### src/rtl/core/cpd_pkg.sv
// Shared types and constants for the Pearson correlation distance unit.
package cpd_pkg;

  localparam int unsigned MAX_SAMPLES_DEF = 65536;

  localparam int unsigned SAMPLE_W = 16;
  localparam int unsigned SUM_W    = 33;
  localparam int unsigned SQ_W     = 47;
  localparam int unsigned CROSS_W  = 48;
  localparam int unsigned COEF_W   = 33;
  localparam int unsigned ROOT_W   = 31;

  localparam int unsigned DIV_STEPS  = 60;
  localparam int unsigned SQRT_STEPS = 32;

  localparam logic [COEF_W-1:0] ONE_Q30 = COEF_W'(1) << 30;

  // where a registered partial product goes
  typedef enum logic [1:0] {
    DST_ACC,
    DST_SXX,
    DST_SYY,
    DST_SXY
  } dest_e;

  typedef struct packed {
    logic       valid;
    dest_e      dest;
    logic [1:0] shift;   // in 32-bit words
    logic       neg;
  } mul_tag_t;

endpackage

### src/rtl/core/cpd_mul32.sv
// Shared 32x32 unsigned multiplier with registered product and tag.
module cpd_mul32 import cpd_pkg::*; (
  input  logic        clk_i,
  input  logic        rst_ni,
  input  logic [31:0] a_i,
  input  logic [31:0] b_i,
  input  mul_tag_t    tag_i,
  output logic [63:0] prod_o,
  output mul_tag_t    tag_o
);

  logic [63:0] prod_d, prod_q;
  mul_tag_t    tag_q;

  assign prod_d = a_i * b_i;

  always_ff @(posedge clk_i or negedge rst_ni) begin
    if (!rst_ni) begin
      tag_q <= '0;
    end else begin
      tag_q <= tag_i;
    end
  end

  always_ff @(posedge clk_i) begin
    prod_q <= prod_d;
  end

  assign prod_o = prod_q;
  assign tag_o  = tag_q;

endmodule

### config.mk
export PLATFORM = sky130hd
export DESIGN_NAME = cpd_mul32
export DESIGN_NICKNAME = d
export VERILOG_FILES = /design/src/rtl/core/cpd_pkg.sv /design/src/rtl/core/cpd_mul32.sv
export SDC_FILE = /design/constraint.sdc
export NUM_CORES = 2
export LEC_CHECK = 0
export ABC_AREA = 1
export BUFFER_PORTS_ARGS = -buffer_cell sky130_fd_sc_hd__buf_2
export CELL_PAD_IN_SITES_DETAIL_PLACEMENT = 1
export CELL_PAD_IN_SITES_GLOBAL_PLACEMENT = 1
export CORE_MARGIN = 10
export CORE_UTILIZATION = 50
export DETAILED_ROUTE_END_ITERATION = 6
export GPL_TIMING_DRIVEN = 0
export PLACE_DENSITY = 0.92
export SYNTH_ARGS = -nofsm -noshare
export SYNTH_HDL_FRONTEND = slang
export SYNTH_SLANG_ARGS = --single-unit
### constraint.sdc
create_clock -name clk_i -period 1.35 [get_ports clk_i]
set_clock_uncertainty 0.1 [all_clocks]
set_input_delay 0.135 -clock clk_i [delete_from_list [all_inputs] [get_ports clk_i]]
set_output_delay 0.135 -clock clk_i [all_outputs]
set_load 0.005 [all_outputs]
==> metrics, run 1 <==
overflow left after global routing 308; last reported worst endpoint of the global-route repair pass prod_o[46]$_DFF_P_/D; Cells after Synth 5,027; Avg Synthesized Cell Area 7.47 um^2; CTS max path bufs 2; largest net degree at the start of global routing 13; flops & latches, synth 70; I/O pin count 142; DIE WIDTH 294 um; fraction of synthesized cell area taken by the top area cell type 0.478; most frequently used cell type in the post-synthesis netlist inv_1; Placement Rows 100; net count of the mapped netlist 6,258; cell accounting for the most synthesized area fa_1; first error line in the log [ERROR GRT-0232] Routing congestion too high. Check the congestion heatmap in the GUI.; input/output buffers 141; share of the yosys chip area belonging to registers 0.0381; ys async rst share 0.0857; CTS HTree Levels 3; largest cells by area after synthesis fa_1 (48%), inv_1 (17%), nand2_1 (16%); Tot GR Track Use 0.752; Detail Placement HPWL 144 mm; yosys warns 0; Worst endpoint type sequential cell input; worst slack, placed -5.99 ns; Yosys cell types 24; status did not finish; clock buffers created by TritonCTS 9; RePlAce Congestion 1.06; chip height 294 um; Initial Utilization 0.504; top cells by instance count after synthesis inv_1 (1,725), nand2_1 (1,565), fa_1 (896); sinks on the clock net 70; number of synthesized flops with an enable pin 0; Root Driver clkbuf_16; most common flop cell mapped by yosys dfxtp_1; last stage reached 5_1_grt; post-synthesis instance area 0.0375 mm^2
per-layer routing:
layer,GRT overflow,GRT usage
met5,2,0.445
met4,124,0.735
met2,156,0.878
met1,15,0.732
met3,11,0.666
per-stage QoR:
stage                     instance area (um^2)  instances  TNS (ns)
after detailed placement                 41800       6137   -319.35
after floorplan                          39900       5027   -239.38
after CTS                                46400       6289   -267.33
after global placement                   41800       6137   -309.76
cells by family after synthesis:
logic type	after synthesis	synth area share
AOI/OAI and AO/OA	58	0.00873
xor gates and xnor gates	35	0.00817
buffers and inverters	1927	0.193
adders and majority gates	1159	0.565
DFF	70	0.0381
and+or+nand+nor	1778	0.187
what timing repair did:
item,4_1_cts
gates resized for setup,705
cloned,4
hold endpoints to repair,12
setup buffers,125
pin swaps,228
endpoints found under the setup margin,63
hold buffers,7
==> run 2, diff against run 1 <==
- CELL_PAD_IN_SITES_DETAIL_PLACEMENT: 1 -> default
- CELL_PAD_IN_SITES_GLOBAL_PLACEMENT: 1 -> default
- CORE_UTILIZATION: 50 -> 35
- PLACE_DENSITY: 0.92 -> default
- PLACE_DENSITY_LB_ADDON: default -> 0.15
==> metrics, run 2 <==
status complete, but fails checks; failing checks negative setup slack; average vias per placed instance 4.85; vias in the first global route 35,200; final routed wire length divided by cell count 24.2 um; yosys warns 0; I/O pin count 142; CTS HTree Levels 3; tightest slew margin relative to the limit 0.325; critical path endpoint category flop; Crit Path Category input pin to flop; Detail Placement HPWL 131 mm; Yosys cell types 24; TritonRoute pass-1 iters 5; sinks on the clock net 70; cell accounting for the most synthesized area fa_1; final layout net count 6,678; clock buffers created by TritonCTS 9; most frequent cell on the critical path fa_1; flops & latches, synth 70; Avg Synthesized Cell Area 7.47 um^2; Cells after Synth 5,027; number of DRC markers in iteration 0 2,946; routed via count 33,300; slew at the pin with the worst max-slew slack 1.01 ns; Tot GR Track Use 0.275; Final Hold Fails 0; placeable core area 0.107 mm^2; Hold/Removal Path Class input pin to async pin; launching instance or port of the critical path a_i[11]; leading cell type in the layout, fill and taps excluded inv_1; top cells by instance count after synthesis inv_1 (1,725), nand2_1 (1,565), fa_1 (896); synthesized-area fraction occupied by ao, oa, aoi and oai cells 0.00873; TritonCTS clock tree built; setup repair after global routing missed its margin true; count of nets left with antenna violations after detail routing 0; Critical Path Source Type input pin; adder-cell share of the synthesized area 0.565; combinational family with the most area after synthesis adder cells; most frequent cells in the layout inv_1 (1,576), nand2_1 (1,285), fa_1 (789); net count of the mapped netlist 6,258; share of the yosys chip area belonging to registers 0.0381; maximum clock rate 0.161 GHz; ys async rst share 0.0857; CP peak stage delay 0.66 ns; number of synthesized flops with an enable pin 0; largest cells by area after synthesis fa_1 (48%), inv_1 (17%), nand2_1 (16%); fraction of synthesized cell area taken by the top area cell type 0.478; relative area change from synthesis to final layout 33.3%; chip height 347 um; simple-gate portion of the synthesized area 0.187; Total Die Area 0.121 mm^2; input/output buffers 141; setup slack after layout -4.85 ns; final setup violation count 61; CTS max path bufs 2; ratio of final minimum period to clock period 4.59; CP Max Fanout 5; most frequently used cell type in the post-synthesis netlist inv_1; overflow left after global routing 0; clock-pin slew of the registers on the worst-case setup and hold paths 0.06 ns; flip-flop count of the largest register after layout 64; number of max-slew violations in the final report 0; largest net degree at the start of global routing 14; CP required 1.48 ns; multiplexer share of the synthesized area 0; DIE WIDTH 347 um; Root Driver clkbuf_16; Synth Area in XOR/XNOR 0.00817; layout cell share with drive strength beyond 1 0.256; routed wire length 166 mm; cell at the slowest stage of the critical path fa_2; Maximum Capacitance Violations 0; Placement Rows 120; post-synthesis instance area 0.0375 mm^2; antenna violations before repair 6; worst slack, placed -6.05 ns; Initial Utilization 0.352; final worst hold slack 0.0535 ns; post-detailed-route DRC marker count 0; most common flop cell mapped by yosys dfxtp_1; wire length of the first global-routing pass 241 mm; post-layout min period 6.20 ns; RePlAce Congestion 0.957; arrival time at the worst endpoint 6.33 ns
## run 2: cell counts after synthesis
No cell type changed its count.
## run 2: per-layer routing
| metal | vias up | share of wire | track usage |
|---|---|---|---|
| met5 | - | 0.00032 | 0 |
| met4 | 8 | 0.065 | 0.134 |
| met3 | 348 | 0.086 | 0.0411 |
| met2 | 1454 | 0.46 | 0.450 |
| met1 | 16900 | 0.39 | 0.355 |
| li1 | 14500 | - | - |
## run 2: kinds of logic after synthesis
logic type	count (synthesis)
buffers and inverters	1927
AND/OR/NAND/NOR	1778
adder cells (fa/ha/maj)	1159
flip-flops	70
AO/OA/AOI/OAI	58
XOR/XNOR	35
## run 2: path summary, 6_finish.rpt
check / slack, ns / cells past startpoint / endpoint
max: -4.85 / 26 / prod_o[51]
min: 0.05 / 2 / tag_o[1]
max in group asynchronous: 0.96 / 2 / tag_o[5]
min in group clk_i: 0.07 / 3 / prod_o[0]
## run 2: area by class of cell
cell class                 instances  area (um^2)
fill                           10600        56700
multi-input combinational       3030        32200
inverter                        1735         6540
buffer                           191         4000
timing repair buffer             410         3770
tap                             1403         1760
sequential                        70         1430
clock buffer                      10          250
clock inverter                     6         65.1
antenna                            2         5.00
## run 2: stage by stage
stage	instances	util	setup TNS (ns)	cell area [um^2]
6_report	6857	0.469	-262.74	50100
5_1_grt	6857	0.469	-270.51	50100
4_1_cts	6811	0.456	-261.28	48700
3_5_place_dp	6571	0.397	-318.56	42300
2_1_floorplan	5027	-	-239.38	39900
3_3_place_gp	6571	0.397	-318.32	42300
## run 2: repair_timing
item | in CTS | in global routing
hold endpoints to repair | 12 | 0
setup buffers | 204 | 48
hold buffers | 7 | 0
cloned | 14 | 0
gates resized for setup | 873 | 313
setup endpoints to repair | 63 | 62
pin swaps | 304 | 240
## run 2: critical path: cells and delay by family
family | cells | cell delay, ns
adder cells (fa/ha/maj) | 9 | 4.66
AND/OR/NAND/NOR | 9 | 0.97
buffers and inverters | 8 | 0.55
Power of run 2 is left out: the tool's default activity adds up to more than one toggle a clock period on the data nets, which glitch-free logic cannot reach.
