<file path="src/rtl/core/cpd_pkg.sv">
// Shared types and constants for the Pearson correlation distance unit.
package cpd_pkg;

  localparam int unsigned MAX_SAMPLES_DEF = 65536;

  localparam int unsigned SAMPLE_W = 16;
  localparam int unsigned SUM_W    = 33;
  localparam int unsigned SQ_W     = 47;
  localparam int unsigned CROSS_W  = 48;
  localparam int unsigned COEF_W   = 33;
  localparam int unsigned ROOT_W   = 31;

  localparam int unsigned DIV_STEPS  = 60;
  localparam int unsigned SQRT_STEPS = 32;

  localparam logic [COEF_W-1:0] ONE_Q30 = COEF_W'(1) << 30;

  // where a registered partial product goes
  typedef enum logic [1:0] {
    DST_ACC,
    DST_SXX,
    DST_SYY,
    DST_SXY
  } dest_e;

  typedef struct packed {
    logic       valid;
    dest_e      dest;
    logic [1:0] shift;   // in 32-bit words
    logic       neg;
  } mul_tag_t;

endpackage

</file>
<file path="src/rtl/core/cpd_root.sv">
// Iterative restoring divide (Q60 ratio) followed by integer square root.
module cpd_root import cpd_pkg::*; (
  input  logic              clk_i,
  input  logic              rst_ni,
  input  logic              start_i,
  input  logic [63:0]       num_i,
  input  logic [63:0]       den_i,
  output logic              done_o,
  output logic [ROOT_W-1:0] root_o
);

  typedef enum logic [1:0] {
    R_IDLE,
    R_DIV,
    R_SQRT
  } rstate_e;

  rstate_e     state_q;
  logic [5:0]  cnt_q;
  logic [63:0] rem_q, den_q, quo_q, res_q, bit_q;
  logic        done_q;

  logic [64:0] sub_a, sub_b;
  logic [65:0] diff;
  logic        ge;
  logic [63:0] res_bit;

  assign res_bit = res_q + bit_q;

  // one subtractor serves both the divide and the root steps
  always_comb begin
    if (state_q == R_DIV) begin
      sub_a = {rem_q, 1'b0};
      sub_b = {1'b0, den_q};
    end else begin
      sub_a = {1'b0, rem_q};
      sub_b = {1'b0, res_bit};
    end
    diff = {1'b0, sub_a} - {1'b0, sub_b};
    ge   = ~diff[65];
  end

  always_ff @(posedge clk_i or negedge rst_ni) begin
    if (!rst_ni) begin
      state_q <= R_IDLE;
      cnt_q   <= '0;
      done_q  <= 1'b0;
    end else begin
      done_q <= 1'b0;
      case (state_q)
        R_IDLE: begin
          if (start_i) begin
            den_q <= den_i;
            cnt_q <= '0;
            if (num_i >= den_i) begin
              rem_q   <= 64'd1 << 60;
              res_q   <= '0;
              bit_q   <= 64'd1 << 62;
              state_q <= R_SQRT;
            end else begin
              rem_q   <= num_i;
              quo_q   <= '0;
              state_q <= R_DIV;
            end
          end
        end
        R_DIV: begin
          if (ge) begin
            rem_q <= diff[63:0];
            quo_q <= {quo_q[62:0], 1'b1};
          end else begin
            rem_q <= {rem_q[62:0], 1'b0};
            quo_q <= {quo_q[62:0], 1'b0};
          end
          if (cnt_q == 6'(DIV_STEPS - 1)) begin
            cnt_q   <= '0;
            state_q <= R_SQRT;
            res_q   <= '0;
            bit_q   <= 64'd1 << 62;
            // last quotient bit lands here too
            rem_q   <= ge ? {quo_q[62:0], 1'b1} : {quo_q[62:0], 1'b0};
          end else begin
            cnt_q <= cnt_q + 6'd1;
          end
        end
        R_SQRT: begin
          if (ge) begin
            rem_q <= diff[63:0];
            res_q <= (res_q >> 1) + bit_q;
          end else begin
            res_q <= res_q >> 1;
          end
          bit_q <= bit_q >> 2;
          if (cnt_q == 6'(SQRT_STEPS - 1)) begin
            cnt_q   <= '0;
            done_q  <= 1'b1;
            state_q <= R_IDLE;
          end else begin
            cnt_q <= cnt_q + 6'd1;
          end
        end
        default: state_q <= R_IDLE;
      endcase
    end
  end

  assign done_o = done_q;
  assign root_o = res_q[ROOT_W-1:0];

endmodule

</file>
<file path="config.mk">
export PLATFORM = sky130hd
export DESIGN_NAME = cpd_root
export DESIGN_NICKNAME = d
export VERILOG_FILES = /design/src/rtl/core/cpd_pkg.sv /design/src/rtl/core/cpd_root.sv
export SDC_FILE = /design/constraint.sdc
export NUM_CORES = 1
export LEC_CHECK = 0
export BUFFER_PORTS_ARGS = -buffer_cell sky130_fd_sc_hd__buf_2
export CORE_MARGIN = 3
export CORE_UTILIZATION = 60
export CTS_BUF_LIST = sky130_fd_sc_hd__clkbuf_8
export DETAILED_ROUTE_END_ITERATION = 8
export HOLD_SLACK_MARGIN = 0.12
export PLACE_DENSITY = 0.84
export SYNTH_ARGS = -nofsm -noshare
export SYNTH_HDL_FRONTEND = slang
export SYNTH_SLANG_ARGS = --single-unit
</file>
<file path="constraint.sdc">
create_clock -name clk_i -period 25.7 [get_ports clk_i]
set_input_delay 2.57 -clock clk_i [delete_from_list [all_inputs] [get_ports clk_i]]
set_output_delay 2.57 -clock clk_i [all_outputs]
set_load 0.03 [all_outputs]
</file>
After elaboration in Yosys (flattened, before gate mapping)
Index checks and enable logic that the tools add are counted.
{"block": "totals", "word_cells": 64, "in_bits": 131, "regBits": 328, "output_inout_bits": 32}
{"block": "classes", "n_eq_ne": 10, "magnitude_cmp": 1, "muxes": 32, "n_addsub": 4, "reduce_logical": 9}
{"cell": "$mux W64", "n": 13}
{"cell": "$pmux W64 S3", "n": 3}
{"cell": "$mux W63", "n": 2}
{"cell": "$pmux W63 S2", "n": 1}
{"cell": "$sub A65 B65 Y66", "n": 1}
{"cell": "$mux W65", "n": 1}
{"cell": "$add A63 B64 Y64", "n": 1}
{"cell": "$add A64 B64 Y64", "n": 1}
{"cell": "$ge A64 B64 Y1", "n": 1}
{"cell": "$mux W6", "n": 3}
{"cell": "$pmux W6 S3", "n": 1}
{"cell": "$ne A2 B2 Y1 const B", "n": 5}
{"cell": "$mux W2", "n": 4}
{"cell": "$reduce_and A4 Y1", "n": 2}
{"cell": "$add A6 B1 Y6 const B", "n": 1}
{"cell": "$eq A6 B5 Y1 const B", "n": 1}
{"cell": "$eq A6 B6 Y1 const B", "n": 1}
{"cell": "$pmux W2 S3", "n": 1}
{"cell": "$reduce_and A3 Y1", "n": 2}
{"cell": "$reduce_and A5 Y1", "n": 1}
{"cell": "$mux W1", "n": 3}
{"cell": "$reduce_bool A3 Y1", "n": 1}
{"cell": "$eq A2 B1 Y1 const B", "n": 1}
{"cell": "$eq A2 B2 Y1 const B", "n": 1}
{"cell": "4 further kinds", "n": 4}

Logic depth before layout (Yosys ltp)
Gate-level depths: netlist of run 1.
{"block": "depth", "word_depth": 6, "depth_mapped": 28, "depth_no_buf": 25}

Worst setup path after synthesis of run 1
Ideal clock, no wire load.
{"block": "synth_path", "kind": "input -> register", "start": "input den_i[39]", "end": "register bit_q[0] (enable)", "required_time_ns": 24.996, "path_buffers": 0, "cell_stages": 10, "t_arrival_ns": 11.136, "setup_ns": 0.704, "slack_ns": 13.860, "cell_sequence": "inv_1 > ha_1 > nand4_1 > nor4_1 > o21ai_0 > nor2_1 > nor4bb_1 > a21oi_1 > a221oi_2 > a221oi_1"}
{"block": "synth_via", "elab_chain_len": 3}
{"element": "start: declaration", "line_no": "cpd_root.sv:7", "text": "input logic [63:0] den_i,"}
{"element": "$ge A64 B64 Y1", "line_no": "cpd_root.sv:55", "text": "if (num_i >= den_i) begin"}
{"element": "$ne A2 B2 Y1 (no source line)"}
{"element": "$reduce_and A5 Y1 (no source line)"}
{"element": "end signal: assignment", "line_no": "cpd_root.sv:58", "text": "bit_q <= 64'd1 << 62;"}
{"element": "end signal: assignment", "line_no": "cpd_root.sv:79", "text": "bit_q <= 64'd1 << 62;"}
{"element": "end signal: assignment", "line_no": "cpd_root.sv:93", "text": "bit_q <= bit_q >> 2;"}
{"element": "end: declaration", "line_no": "cpd_root.sv:20", "text": "logic [63:0] rem_q, den_q, quo_q, res_q, bit_q;"}
No other way between the ends.
A chain may end at the register's enable or synchronous reset.

Worst setup path after layout of run 1
{"block": "layout_path", "start": "register res_q[2]", "end": "register rem_q[28], data pin"}
{"block": "layout_via", "elab_chain_len": 6}
{"element": "start: declaration", "line_no": "cpd_root.sv:20"}
{"element": "start signal: assignment", "line_no": "cpd_root.sv:89", "text": "res_q <= (res_q >> 1) + bit_q;"}
{"element": "start signal: assignment", "line_no": "cpd_root.sv:91", "text": "res_q <= res_q >> 1;"}
{"element": "$add A64 B64 Y64 (*)", "line_no": "cpd_root.sv:28", "text": "assign res_bit = res_q + bit_q;"}
{"element": "$mux W64 (*)", "line_no": "cpd_root.sv:32", "text": "if (state_q == R_DIV) begin"}
{"element": "$sub A65 B65 Y66 (*)", "line_no": "cpd_root.sv:39", "text": "diff = {1'b0, sub_a} - {1'b0, sub_b};"}
{"element": "$mux W64", "line_no": "cpd_root.sv:68", "text": "if (ge) begin"}
{"element": "$mux W64", "line_no": "cpd_root.sv:75", "text": "if (cnt_q == 6'(DIV_STEPS - 1)) begin"}
{"element": "$pmux W64 S3 (*)", "line_no": "cpd_root.sv:50", "text": "case (state_q)"}
{"element": "end signal: assignment", "line_no": "cpd_root.sv:56", "text": "rem_q <= 64'd1 << 60;"}
{"element": "end signal: assignment", "line_no": "cpd_root.sv:69", "text": "rem_q <= diff[63:0];"}
{"element": "end signal: assignment", "line_no": "cpd_root.sv:72", "text": "rem_q <= {rem_q[62:0], 1'b0};"}
{"element": "end: declaration", "line_no": "cpd_root.sv:20"}
Mark *: on every way between the ends. The rest lies on a longest branch, timed or not. The select of a mux whose other input is x is not followed.

==> flow_metrics.tcl, run 1 <==
set metrics [dict create \
    clk_latency_ns 0.67 \
    drcViolationCount 0 \
    final_common_cell "edfxtp_1" \
    post-place-ws_ns 18.00 \
    yosysWarnings 0 \
    dpl_cell_area_sq_mm 0.0254 \
    grt_max_degree 97 \
    die_y_um 208 \
    fillers 3275 \
    fin_nets 3123 \
    place_congestion 1.01 \
    ys_ff_latch 296 \
    final_cell_mix "287 x edfxtp_1, 271 x a21oi_1, 235 x nand2_1, 220 x o21ai_0, 200 x ha_1" \
    gr-usage-all-layers_pct 33.5 \
    crit_start "res_q[2]" \
    coreArea_sq_mm 0.0401 \
    antenna_found_initial 0 \
    setup_viol 0 \
    dieArea_sq_mm 0.0435 \
    syn_avg_cell_area_sq_um 9.03 \
    ant_nets 0 \
    postSynthCellCount 2724 \
    seqCellArea_sq_mm 0.00884 \
    syn-num-nets 3057 \
    die_w_um 208 \
    slew_headroom_pct 15.8 \
    holdCritStartpoint "cnt_q[1]" \
    area_growth_syn_to_layout_pct 7.24 \
    synth.cell_area_sq_mm 0.0246 \
    path_clk_slew_ns 0.07 \
    worstPathRequired_ns 26.08 \
    postCtsHoldBufs 0 \
    vias 22383 \
    initial_core_util_pct 61.3 \
    drive_above_1_share_pct 12.9 \
    cts_buffer_depth 3 \
    cts.sinks 296 \
    synth_edf_count 287 \
    layout_setup_ws_ns 17.49 \
    wl_per_cell_um 22.3 \
    period_share_pct 32.0 \
    crit_path_max_incr_delay_ns 1.05 \
    worst_setup_path_end_kind "flop" \
    seq_area_frac_synth_pct 36.0 \
    rows 73 \
    worst_pin_slew_ns 1.26 \
    drtPass1Iterations 8 \
    worstSetupPathType "flop to flop" \
    maxCapViolCount 0 \
    wl_um 74900 \
    rsz0062_at_grt "no" \
    cts.repair.resized 0 \
    cts_tree "built" \
    critPathLaunchType "flop" \
    final-hold-violation-count 0 \
    final.min_clock_period_ns 8.21 \
    reg2reg_from "res_q[2]" \
    dp_hpwl_um 54700 \
    fmax_mhz 122 \
    htree_levels 2 \
    final_area_sq_mm 0.0264 \
    multi_input_area_sq_mm 0.0146 \
    slew_viol_final 0 \
    ys_async_sr_fraction_pct 3.04 \
    use_met2_pct 50.6 \
    grt_pass1_wl_um 117000 \
    worstPathArrival_ns 8.59 \
    grt_overflow 0 \
    use_met3_pct 8.99 \
    top_usage_layer "met2" \
    cts_setup_buffers 0 \
    tns_ns 0 \
    synth_cell_types 95 \
    pin_count 163 \
    use_met1_pct 46.1 \
    ys.flop_type "edfxtp_1" \
    run_status "complete, no violations" \
    hp-class "flop to flop" \
    first_global_vias 21460 \
    root_buffer "clkbuf_8" \
    cts_buffers 53 \
    routed_via_density 6.67 \
    cp_slowest_cell "o311ai_0" \
    finalClockSkew_ns 0.0478 \
    critPathMaxFanout 83 \
    first_iter_violations 2861 \
    port_buffers 162 \
]
-- area by class of cell --
class	count	area share, %
clock inverters	40	0.759
multi-input cells	2155	55.2
flip-flops and latches	296	33.5
clock buffers	56	2.92
inverters	104	1.48
repair buffers	180	3.59
diodes	1	0.00949
well taps	525	2.49
-- final timing paths --
kind	to	slack, ns	cells past startpoint
setup / recovery	rem_q[28]	17.49	25
hold / removal	cnt_q[1]	0.52	2
setup reg to reg	rem_q[28]	17.49	25
hold reg to reg	cnt_q[1]	0.52	2
max in group asynchronous	state_q[0]	23.71	1
min in group asynchronous	cnt_q[2]	1.78	1
-- critical path, delay by kind of cell (launching register included) --
| kind | cells | cell delay [ns] |
|---|---|---|
| compound gates | 11 | 3.52 |
| simple gates | 9 | 1.85 |
| buf+inv | 1 | 0.76 |
| fa+ha+maj | 2 | 0.71 |
| flops | 1 | 0.48 |
| xor+xnor | 1 | 0.32 |
| mux | 1 | 0.13 |
-- state kept, by name, summed over array words and instances, names as in the netlist --
signal / count
done_o: 1
rem_q: 64
state_q: 2
quo_q: 63
bit_q: 32
res_q: 64
den_q: 64
cnt_q: 6
-- per-layer routing --
layer  part of all wire (%)  vias up
li1                       -    10333
met1                     41    10607
met2                     44     1249
met3                     11      194
met4                    3.9        0
met5                      0        -
-- cells in the mapped netlist (all sizes together) (20+ instances only) --
cell    count  area share [%]
a211oi     38             1.2
a21o       43             1.3
a21oi     274             5.6
a31oi      55             1.5
and2      104             2.7
and3       32            0.86
buf        74             1.8
clkbuf     93             1.6
edfxtp    287              35
ha        201              10
inv       103             1.6
mux2       63             2.9
nand2     236             3.6
nand2b     20            0.51
nand3      49             1.0
nand4      65             1.7
nor2      194             3.0
nor3       35            0.71
o211ai     31            0.99
o21a       22            0.67
o21ai     225             4.6
o21bai     26            0.79
or3        24            0.61
xnor2      83             3.0
xor2       80             2.8
-- per-stage QoR --
| step | hold WS, ns | util, % | std cells |
|---|---|---|---|
| after floorplan | 0.468 | - | 2724 |
| after global placement | 0.485 | 63.3 | 3260 |
| after detailed placement | 0.510 | 63.3 | 3260 |
| after CTS | 0.521 | 65.8 | 3356 |
| after global routing | 0.562 | 65.8 | 3356 |
| final | 0.521 | 65.8 | 3357 |
-- kinds of logic (layout without fill, tap and decap cells) --
logic type	after synthesis	in the layout	synth area share (%)
other cells	0	1	0
mux	80	80	3.58
buf+inv	273	380	5.06
xor+xnor	163	163	5.81
compound gates	885	885	22.7
fa+ha+maj	202	202	10.3
flops	296	296	36.0
simple gates	825	825	16.6
Power of run 1 is left out: the tool's default activity adds up to more than one toggle a clock period on the data nets, which glitch-free logic cannot reach.
==> run 2: changes to the inputs <==
==> constraint.sdc (replaced) <==
create_clock -name clk_i -period 7.7 [get_ports clk_i]
set_input_delay 0.77 -clock clk_i [delete_from_list [all_inputs] [get_ports clk_i]]
set_output_delay 0.77 -clock clk_i [all_outputs]
set_load 0.03 [all_outputs]
==> flow_metrics.tcl, run 2 (synthesis gave the netlist of run 1 again) <==
set metrics [dict create \
    tns_ns 0 \
    port_buffers 162 \
    clk_latency_ns 0.67 \
    cts_tree "built" \
    grt_pass1_wl_um 121000 \
    cts.repair.resized 0 \
    worst_pin_slew_ns 1.27 \
    run_status "complete, no violations" \
    root_buffer "clkbuf_8" \
    dp_hpwl_um 56900 \
    fin_nets 3133 \
    r2r_setup_slack_ns 0.65 \
    crit_path_max_incr_delay_ns 0.53 \
    first_iter_violations 2639 \
    die_y_um 208 \
    cp_slowest_cell "nor4_1" \
    cpLargestDelayFamily "compound AO/OA/AOI/OAI gates" \
    wl_per_cell_um 23.3 \
    critPathLaunchType "flop" \
    first_global_vias 22430 \
    finalClockSkew_ns 0.0464 \
    grt_overflow 0 \
    period_share_pct 91.6 \
    maxCapViolCount 0 \
    htree_levels 2 \
    dieArea_sq_mm 0.0435 \
    layout.cells.non_filler 3370 \
    cts_setup_buffers 0 \
    ant_nets 0 \
    gr-usage-all-layers_pct 34.8 \
    antenna_found_initial 4 \
    coreArea_sq_mm 0.0401 \
    path_cells "ha_1 > nand4_1 > nor4_1 > nor4b_1 > o211ai_1 > a211oi_1 > nand2_1 > or3b_1 > nor2b_1 > o21ai_1 > xnor2_1 > mux2i_1 > ha_1 > a21o_1 > a21boi_0 > o21bai_1 > a21o_1 > a21oi_1 > and2_4 > buf_12 > a21oi_1 > o311ai_0" \
    crit_path_end "rem_q[18]" \
    reg.largest.list "den_q (64), rem_q (64), res_q (64)" \
    pin_count 163 \
    worstPathArrival_ns 7.42 \
    final.min_clock_period_ns 7.05 \
    initial_core_util_pct 61.3 \
    cp_num_cells 22 \
    rsz0062_at_grt "no" \
    drtPass1Iterations 6 \
    cp.buffers_inverters 1 \
    place_congestion 0.992 \
    layout_setup_ws_ns 0.646 \
    grt_max_degree 103 \
    cts_buffer_depth 3 \
    crit_start "res_q[30]" \
    setup_viol 0 \
    worst_setup_path_end_kind "flop" \
    utilization_pct 66.4 \
    reg2reg_depth 22 \
    routed_via_density 6.82 \
    reg2reg_from "res_q[30]" \
    hp-class "input port to flop" \
    final_cell_mix "287 x edfxtp_1, 271 x a21oi_1, 235 x nand2_1, 220 x o21ai_0, 199 x ha_1" \
    rows 73 \
    area_growth_syn_to_layout_pct 8.20 \
    r2r-end "rem_q[18]" \
    slew_viol_final 0 \
    path_clk_slew_ns 0.06 \
    post-place-ws_ns 1.03 \
    wl_um 78500 \
    cts_buffers 55 \
    dpl.cell_count 3267 \
    worstSetupPathType "flop to flop" \
    cts.sinks 296 \
    drive_above_1_share_pct 13.2 \
    fmax_mhz 142 \
    drcViolationCount 0 \
    critPathMaxFanout 75 \
    worstPathRequired_ns 8.07 \
    slew_headroom_pct 15.3 \
    final-hold-violation-count 0 \
    die_w_um 208 \
    final_common_cell "edfxtp_1" \
    vias 22977 \
]
-- run 2: changes by cell type in the layout (fill, tap and decap cells not counted), moves of 2 or more --
cell       change
buf_12         +3
buf_4          +4
bufinv_16      +4
clkinv_1       +5
clkinv_2       -2
inv_1          -5
-- run 2: cell type report --
type	count	area (sq um)
antenna	2	5.00
clock buffer	57	785
tap	525	657
fill	3273	13500
multi-input combinational	2155	14600
clock inverter	43	318
inverter	104	390
sequential	296	8840
timing repair buffer	188	1050
-- run 2: worst min-delay path by stage --
| stage | from | endpoint | depth (start not counted) |
|---|---|---|---|
| after CTS | den_i[27] | den_q[27] | 1 |
| after floorplan | rst_ni | cnt_q[0] | 0 |
| after global routing | den_i[57] | den_q[57] | 1 |
| final | den_i[57] | den_q[57] | 1 |
| after global placement | cnt_q[1] | cnt_q[1] | 2 |
| after detailed placement | cnt_q[1] | cnt_q[1] | 2 |
-- run 2: per-layer routing --
metal / global-route usage (%) / share of wire [%]
met2: 56.6 / 46
met4: 19.8 / 6.4
met3: 7.43 / 10
met5: 0 / 0.048
met1: 43.0 / 37
-- run 2: worst reg2reg max path, delay by kind of cell, from the launching register on --
family,cells,cell delay (ns)
xor+xnor,1,0.25
flops,1,0.52
buf+inv,1,0.37
compound gates,10,2.58
fa+ha+maj,2,0.82
simple gates,7,2.06
mux,1,0.16
-- run 2: metrics by stage --
stage,hold slack (ns),cell area [sq um]
2_1_floorplan,0.468,24600
3_3_place_gp,0.489,25500
3_5_place_dp,0.511,25500
4_1_cts,0.264,26600
5_1_grt,0.285,26600
6_report,0.300,26600
-- run 2: repair_timing --
item	4_1_cts	5_1_grt
setup endpoints to repair	0	0
endpoints found under the hold margin	9	0
hold buffers	1	0
Power of run 2 is left out for the same reason.
